<file path="config.mk">
export PLATFORM = sky130hd
export DESIGN_NAME = xml_tag_event_tokenizer_top
export DESIGN_NICKNAME = d
export VERILOG_FILES = /design/src/design/xtt_pkg.sv /design/src/design/xml_tag_event_tokenizer_top.sv
export VERILOG_INCLUDE_DIRS = /design/src /design/src/design
export SDC_FILE = /design/constraint.sdc
export NUM_CORES = 1
export LEC_CHECK = 0
export BUFFER_PORTS_ARGS = -buffer_cell sky130_fd_sc_hd__buf_2
export CORE_MARGIN = 2
export CORE_UTILIZATION = 59
export DETAILED_ROUTE_END_ITERATION = 12
export PLACE_DENSITY = 0.79
export SYNTH_ARGS = -nofsm -noshare
export SYNTH_HDL_FRONTEND = slang
export SYNTH_SLANG_ARGS = --single-unit
</file>
<file path="constraint.sdc">
create_clock -name clk -period 6.1 [get_ports clk]
set_clock_uncertainty 0.2 [all_clocks]
set_input_delay 0.61 -clock clk [delete_from_list [all_inputs] [get_ports clk]]
set_output_delay 0.61 -clock clk [all_outputs]
set_load 0.02 [all_outputs]
</file>
<file path="src/design/assert_macros.svh">
// Assertion macros for the tokenizer RTL.
// Expects signals clk and rst_n in the scope of each use.
`ifndef ASSERT_MACROS_SVH
`define ASSERT_MACROS_SVH

// Concurrent check, disabled during reset
`define ASSERT_CLK(label, prop, msg) \
    label: assert property (@(posedge clk) disable iff (!rst_n) (prop)) else $error(msg);

// Concurrent check that also runs during reset
`define ASSERT_ALWAYS(label, prop, msg) \
    label: assert property (@(posedge clk) (prop)) else $error(msg);

`endif

</file>
<file path="src/design/xtt_pkg.sv">
// Package for the XML tag event tokenizer: byte codes, phase and event
// codes, depth limit and the result record. No dependencies.
package xtt_pkg;

    localparam logic [7:0] MAX_DEPTH = 8'd255;

    localparam logic [7:0] CH_LT    = 8'h3C;
    localparam logic [7:0] CH_GT    = 8'h3E;
    localparam logic [7:0] CH_QUEST = 8'h3F;
    localparam logic [7:0] CH_BANG  = 8'h21;
    localparam logic [7:0] CH_SLASH = 8'h2F;
    localparam logic [7:0] CH_SPACE = 8'h20;

    localparam logic [2:0] PH_TEXT  = 3'd0;
    localparam logic [2:0] PH_OPEN  = 3'd1;
    localparam logic [2:0] PH_SNAME = 3'd2;
    localparam logic [2:0] PH_SREST = 3'd3;
    localparam logic [2:0] PH_ENAME = 3'd4;
    localparam logic [2:0] PH_EREST = 3'd5;
    localparam logic [2:0] PH_SKIP  = 3'd6;

    localparam logic [2:0] EV_TEXT     = 3'd0;
    localparam logic [2:0] EV_TEXT_END = 3'd1;
    localparam logic [2:0] EV_NAME     = 3'd2;
    localparam logic [2:0] EV_START    = 3'd3;
    localparam logic [2:0] EV_END      = 3'd4;
    localparam logic [2:0] EV_DONE     = 3'd5;
    localparam logic [2:0] EV_ERROR    = 3'd6;

    typedef struct packed {
        logic [2:0] ev;
        logic [7:0] data;
        logic [7:0] depth;
        logic       last;
    } result_t;

endpackage

</file>
<file path="src/design/xml_tag_event_tokenizer_top.sv">
// Each accepted document byte yields zero to three events together: the
// tokenizer state updates and the events land in a three-entry result buffer
// that drains one event per cycle while out_ready is high. A byte is taken
// whenever the buffer is empty or its last event is being taken in the same cycle,
// so bytes stream at one per cycle while each causes at most one event and
// out_ready is high; extra events hold back the next byte. No startup sequence after reset.
// Top level of the XML tag event tokenizer; uses xtt_pkg and assert_macros.svh.
`include "assert_macros.svh"

module xml_tag_event_tokenizer_top
    import xtt_pkg::*;
#(
    parameter logic [7:0] DEPTH_LIMIT = MAX_DEPTH
)
(
    input  logic       clk,
    input  logic       rst_n,
    input  logic       in_valid,
    output logic       in_ready,
    input  logic [7:0] doc_byte,
    input  logic       end_of_doc,
    output logic       out_valid,
    input  logic       out_ready,
    output logic [2:0] event_res,
    output logic [7:0] event_byte,
    output logic [7:0] nest_depth,
    output logic       last_in_run
);

    logic [2:0] phase_reg, phase_next;
    logic [7:0] level_reg, level_next;
    logic       text_pending_reg, text_pending_next;
    logic       slash_reg, slash_next;
    logic       failed_reg, failed_next;

    result_t    buf_reg [3];
    logic [1:0] cnt_reg;

    result_t    res [3];
    logic [1:0] n;
    logic       ok;
    logic       open_req, close_req;
    logic       in_fire, out_fire;

    assign in_fire   = in_valid && in_ready;
    assign out_fire  = out_valid && out_ready;
    assign out_valid = (cnt_reg != 2'd0);
    assign in_ready  = (cnt_reg == 2'd0) || (cnt_reg == 2'd1 && out_ready);

    assign event_res   = buf_reg[0].ev;
    assign event_byte  = buf_reg[0].data;
    assign nest_depth  = buf_reg[0].depth;
    assign last_in_run = buf_reg[0].last;

    always_comb
    begin
        phase_next        = phase_reg;
        level_next        = level_reg;
        text_pending_next = text_pending_reg;
        slash_next        = slash_reg;
        failed_next       = failed_reg;
        ok                = 1'b1;
        open_req          = 1'b0;
        close_req         = 1'b0;
        n                 = 2'd0;
        for (int i = 0; i < 3; i++)
        begin
            res[i] = '{ev: EV_TEXT, data: 8'd0, depth: 8'd0, last: 1'b0};
        end

        if (!failed_reg)
        begin
            case (phase_reg)
                PH_TEXT:
                begin
                    if (doc_byte == CH_LT)
                    begin
                        if (text_pending_reg)
                        begin
                            res[n] = '{ev: EV_TEXT_END, data: 8'd0, depth: level_reg,
                                       last: 1'b0};
                            n = n + 2'd1;
                        end
                        text_pending_next = 1'b0;
                        phase_next        = PH_OPEN;
                    end
                    else
                    begin
                        res[n] = '{ev: EV_TEXT, data: doc_byte, depth: level_reg,
                                   last: 1'b0};
                        n = n + 2'd1;
                        text_pending_next = 1'b1;
                    end
                end
                PH_OPEN:
                begin
                    slash_next = 1'b0;
                    if (doc_byte == CH_QUEST || doc_byte == CH_BANG)
                        phase_next = PH_SKIP;
                    else if (doc_byte == CH_SLASH)
                        phase_next = PH_ENAME;
                    else if (doc_byte == CH_GT)
                    begin
                        open_req   = 1'b1;
                        phase_next = PH_TEXT;
                    end
                    else if (doc_byte == CH_SPACE)
                        phase_next = PH_SREST;
                    else
                    begin
                        res[n] = '{ev: EV_NAME, data: doc_byte, depth: level_reg,
                                   last: 1'b0};
                        n = n + 2'd1;
                        phase_next = PH_SNAME;
                    end
                end
                PH_SNAME:
                begin
                    if (doc_byte == CH_GT)
                    begin
                        open_req   = 1'b1;
                        phase_next = PH_TEXT;
                    end
                    else if (doc_byte == CH_SPACE || doc_byte == CH_SLASH)
                    begin
                        slash_next = (doc_byte == CH_SLASH);
                        phase_next = PH_SREST;
                    end
                    else
                    begin
                        res[n] = '{ev: EV_NAME, data: doc_byte, depth: level_reg,
                                   last: 1'b0};
                        n = n + 2'd1;
                    end
                end
                PH_SREST:
                begin
                    if (doc_byte == CH_GT)
                    begin
                        open_req   = 1'b1;
                        close_req  = slash_reg;
                        slash_next = 1'b0;
                        phase_next = PH_TEXT;
                    end
                end
                PH_ENAME:
                begin
                    if (doc_byte == CH_GT)
                    begin
                        close_req  = 1'b1;
                        phase_next = PH_TEXT;
                    end
                    else if (doc_byte == CH_SPACE)
                        phase_next = PH_EREST;
                    else
                    begin
                        res[n] = '{ev: EV_NAME, data: doc_byte, depth: level_reg,
                                   last: 1'b0};
                        n = n + 2'd1;
                    end
                end
                PH_EREST:
                begin
                    if (doc_byte == CH_GT)
                    begin
                        close_req  = 1'b1;
                        phase_next = PH_TEXT;
                    end
                end
                default:
                begin
                    if (doc_byte == CH_GT)
                        phase_next = PH_TEXT;
                end
            endcase

            if (open_req)
            begin
                if (level_next >= DEPTH_LIMIT)
                    ok = 1'b0;
                else
                begin
                    level_next = level_next + 8'd1;
                    res[n] = '{ev: EV_START, data: 8'd0, depth: level_next, last: 1'b0};
                    n = n + 2'd1;
                end
            end
            if (ok && close_req)
            begin
                if (level_next == 8'd0)
                    ok = 1'b0;
                else
                begin
                    level_next = level_next - 8'd1;
                    res[n] = '{ev: EV_END, data: 8'd0, depth: level_next, last: 1'b0};
                    n = n + 2'd1;
                end
            end

            if (!ok)
            begin
                res[0] = '{ev: EV_ERROR, data: 8'd0, depth: level_next, last: 1'b0};
                n = 2'd1;
                failed_next = 1'b1;
            end
            else if (end_of_doc)
            begin
                if (phase_next != PH_TEXT || text_pending_next)
                    res[n] = '{ev: EV_ERROR, data: 8'd0, depth: level_next, last: 1'b0};
                else
                    res[n] = '{ev: EV_DONE, data: 8'd0, depth: level_next, last: 1'b0};
                n = n + 2'd1;
            end

            if (n != 2'd0)
                res[n - 2'd1].last = 1'b1;
        end

        // end of document returns everything to the reset state
        if (end_of_doc)
        begin
            phase_next        = PH_TEXT;
            level_next        = 8'd0;
            text_pending_next = 1'b0;
            slash_next        = 1'b0;
            failed_next       = 1'b0;
        end
    end

    always_ff @(posedge clk or negedge rst_n)
    begin
        if (!rst_n)
        begin
            phase_reg        <= PH_TEXT;
            level_reg        <= 8'd0;
            text_pending_reg <= 1'b0;
            slash_reg        <= 1'b0;
            failed_reg       <= 1'b0;
            cnt_reg          <= 2'd0;
        end
        else
        begin
            if (in_fire)
            begin
                phase_reg        <= phase_next;
                level_reg        <= level_next;
                text_pending_reg <= text_pending_next;
                slash_reg        <= slash_next;
                failed_reg       <= failed_next;
                cnt_reg          <= n;
            end
            else if (out_fire)
                cnt_reg <= cnt_reg - 2'd1;
        end
    end

    // result buffer: head at entry 0, shifts on each taken result unless a new byte is accepted
    always_ff @(posedge clk)
    begin
        if (in_fire)
        begin
            buf_reg[0] <= res[0];
            buf_reg[1] <= res[1];
            buf_reg[2] <= res[2];
        end
        else if (out_fire)
        begin
            buf_reg[0] <= buf_reg[1];
            buf_reg[1] <= buf_reg[2];
        end
    end

    `ASSERT_CLK(a_run_contiguous, out_fire && !last_in_run |=> out_valid, "event run broken")
    `ASSERT_CLK(a_failed_silent, in_fire && failed_reg |=> !out_valid, "event after error")
    `ASSERT_CLK(a_error_last, out_valid && event_res == EV_ERROR |-> last_in_run, "error not last")
    `ASSERT_CLK(a_depth_limit, out_valid |-> nest_depth <= DEPTH_LIMIT, "depth over limit")

endmodule

</file>
==> results.md <==
- Status: completed
- Grt ovf: 0
- Worst Path Required: 6130 ps
- Pwr dens: 313 mW/mm^2
- Post-synthesis simple-gate area fraction: 0.228
- Antenna-violating nets left: 0
- Initial antenna violation count: 0
- RSZ-0062 raised after global routing: false
- Post-synth EDFFs: 44
- Die Ht: 91.2 um
- ANT cells: 0
- CTS Root Cell: clkbuf_8
- Final worst setup slack: 852 ps
- Max VDD drop: 0.236 mV
- IO buf count: 34
- Post-Layout Cell Count: 624
- Compound-Gate Fraction of Synth Area: 0.238
- R2R depth: 18
- Number of I/O pins: 35
- CP max FO: 10
- Die Wd: 91.2 um
- CP endpoint kind: flip-flop
- Synth top area share: 0.295
- Lkg Pwr: 1.93 nW
- FF+latch count, synth: 60
- Setup TNS: 0 ps
- Endpoints failing setup: 0
- Initial drt markers: 490
- H-tree levels: 3
- Largest family of logic cells by synthesized area: compound AO/OA/AOI/OAI gates
- Cell repeated most along the worst path: ha_1
- Synth Area in XOR/XNOR: 0.0293
- Clock tree buffer depth: 2
- Worst path slowest cell: nor4_1
- Synth-to-Final Area Change: 6.31%
- Hold Path Class: reg2reg
- Drt total wl: 12300 um
- Largest net degree at the start of global routing: 28
- Number of placement rows: 31
- Ys async rst share: 0.267
- Worst rel slew slack: 0.171
- CTS Hold Bufs: 1
- Max-cap viol count: 0
- WS Path Type: in2reg
- Total design power: 1.49 mW
- Avg Cell Area, Syn: 8.72 um^2
- Core Area: 0.00729 mm^2
- Final period util: 0.860
- Fin crit period: 5250 ps
- WL/cell: 19.8 um
- Detailed Place HPWL: 8880 um
- Total number of vias: 4200
- Worst-path clk slew: 70 ps
- Clock Latency Late Sink: 350 ps
- Cells after synthesis: 514
- Hold Vio Cnt, Final: 0
- Setup bufs post-CTS: 0
- Pin slew with the least headroom to its limit: 1230 ps
- Hold-critical path depth: 1
- Drt via density: 6.73
- Pins Over Slew Limit: 0
- CTS tree: built
- Initial Util: 0.615
- First-pass GRT wire length: 19400 um
- Layout cells sized above 1: 0.150
- Placed cells: 607
- TritonCTS buffer count: 9
- Fill cells: 630
- FMAX: 0.191 GHz
- Data arrival, critical path: 5280 ps
- Die area: 0.00831 mm^2
- Ys Warns: 0
- Crit-path max cell delay: 480 ps
- Critical path cell sequence: buf_2 > nor4_1 > o211ai_1 > a221o_1 > a21boi_1 > inv_1 > ha_1 > a21boi_0 > and2_1 > inv_1 > ha_1 > mux2_2 > ha_1 > nand2_1 > nand2_1 > nor3_1 > nand3_1 > a21oi_1 > and2_1
- Max reg flops: 44
- Post-synthesis mux area share: 0.0162
- Post-CTS sizing: 0
- Synthesized Nets: 538
- Area leader, netlist: edfxtp_1
- CP Launch Type: input port
- DRC violations left: 0
- Place WS: 560 ps
- Vias in the first global route: 3814
- Yosys cell types: 77
- Mapped Area: 0.00448 mm^2
- Top post-synthesis cells by area: edfxtp_1 (29%), dfrtp_1 (8.9%), o21ai_0 (5.0%), nand2_1 (4.4%), nor2_1 (3.7%)
- Ys flop type: edfxtp_1
- GRT Util Overall: 0.299
- Post-Synth Adder-Cell Area: 0.0307
- Fin nets: 544
- Drt pass-1 iters: 6
- GPL Wtd Cong: 0.996
- Clk sinks: 60
- Sequential area share after synthesis: 0.384
Yosys cell counts (all sizes together) (3+ instances only):
library cell  instances
a21o                  5
o311ai                3
mux2i                 5
nand4                 8
a21oi                29
o211ai                6
and2                 11
a2bb2oi               3
dfrtp                16
nand3                25
a22oi                 8
a31oi                 4
o31ai                 4
nand2                53
a221o                 8
ha                   11
xor2                  5
edfxtp               44
clkbuf               21
xnor2                10
inv                  19
a311oi                3
nand2b                3
nor3                 11
and3                  9
o21ai                46
nor2b                 5
nor2                 45
and4                  4
or3                   4
a21boi                3
a22o                  6
nor4                  5
or2                   4
buf                  27
cell usage in the layout, fill, tap and decap left out, types with 5 or more instances in the layout:
master    netlist  final
a22oi_1         8      8
nand4_1         7      7
buf_2           5     34
and2_1         10     10
a21o_1          5      5
nand3_1        25     25
ha_1           11     11
buf_4          20      8
inv_1          19     19
a22o_1          6      6
nand2_1        53     53
a221o_1         8      8
edfxtp_1       44     44
nor3_1         10     10
clkbuf_8        0      9
nor4_1          5      5
and3_1          9      9
a21oi_1        28     27
xnor2_1        10     10
mux2i_1         5      5
xor2_1          5      5
o21ai_0        45     45
o211ai_1        6      6
nor2_1         44     44
dfrtp_1        16     16
metrics by stage:
step	util	area [um^2]	hold WS [ps]
2_1_floorplan	-	4480	114
3_3_place_gp	0.628	4580	293
3_5_place_dp	0.628	4580	302
4_1_cts	0.653	4760	317
5_1_grt	0.653	4760	350
6_report	0.653	4760	315
kinds of logic (layout without fill, tap and decap cells):
group / after synthesis / after routing
DFF: 60 / 60
and+or+nand+nor: 198 / 198
AOI/OAI and AO/OA: 156 / 156
muxes: 7 / 7
buffers and inverters: 67 / 78
adders and majority gates: 11 / 11
xor gates and xnor gates: 15 / 15
worst max-delay path: cells and delay by family:
kind / cells / cell delay, ps
adders and majority gates: 3 / 830
muxes: 1 / 300
and+or+nand+nor: 7 / 1620
buffers and inverters: 3 / 440
AOI/OAI and AO/OA: 5 / 1460
path summary, 6_finish.rpt:
kind	start	slack, ps	end
max	doc_byte[1]	850	buf_reg[0][13]
min in group asynchronous	rst_n	530	level_reg[3]
max in group asynchronous	rst_n	4840	phase_reg[2]
min	cnt_reg[1]	310	cnt_reg[1]
max reg2reg	level_reg[0]	880	buf_reg[0][13]
min reg2reg	cnt_reg[1]	310	cnt_reg[1]
cell type report:
type / instances / area (um^2) / area share
well taps: 99 / 124 / 0.0260
clock inverters: 7 / 52.6 / 0.0110
repair buffers: 43 / 240 / 0.0504
multi-input cells: 387 / 2430 / 0.510
inverters: 19 / 71.3 / 0.0150
flip-flops and latches: 60 / 1720 / 0.361
clock buffers: 9 / 124 / 0.0260
report_power, final:
group / internal (mW) / switching [mW] / leakage [nW] / total (mW)
sequential: 0.587 / 0.0419 / 0.654 / 0.629
combinational: 0.170 / 0.362 / 1.19 / 0.532
clock: 0.149 / 0.182 / 0.0896 / 0.331
routing by layer:
layer  up-vias  GRT usage  wire, um
met4         0      0.129       365
li1       1928          -         -
met5         -          0         0
met2       257      0.470      5800
met3        43     0.0614      1140
met1      1972      0.401      5040
Power figures use the tool's default switching activity.
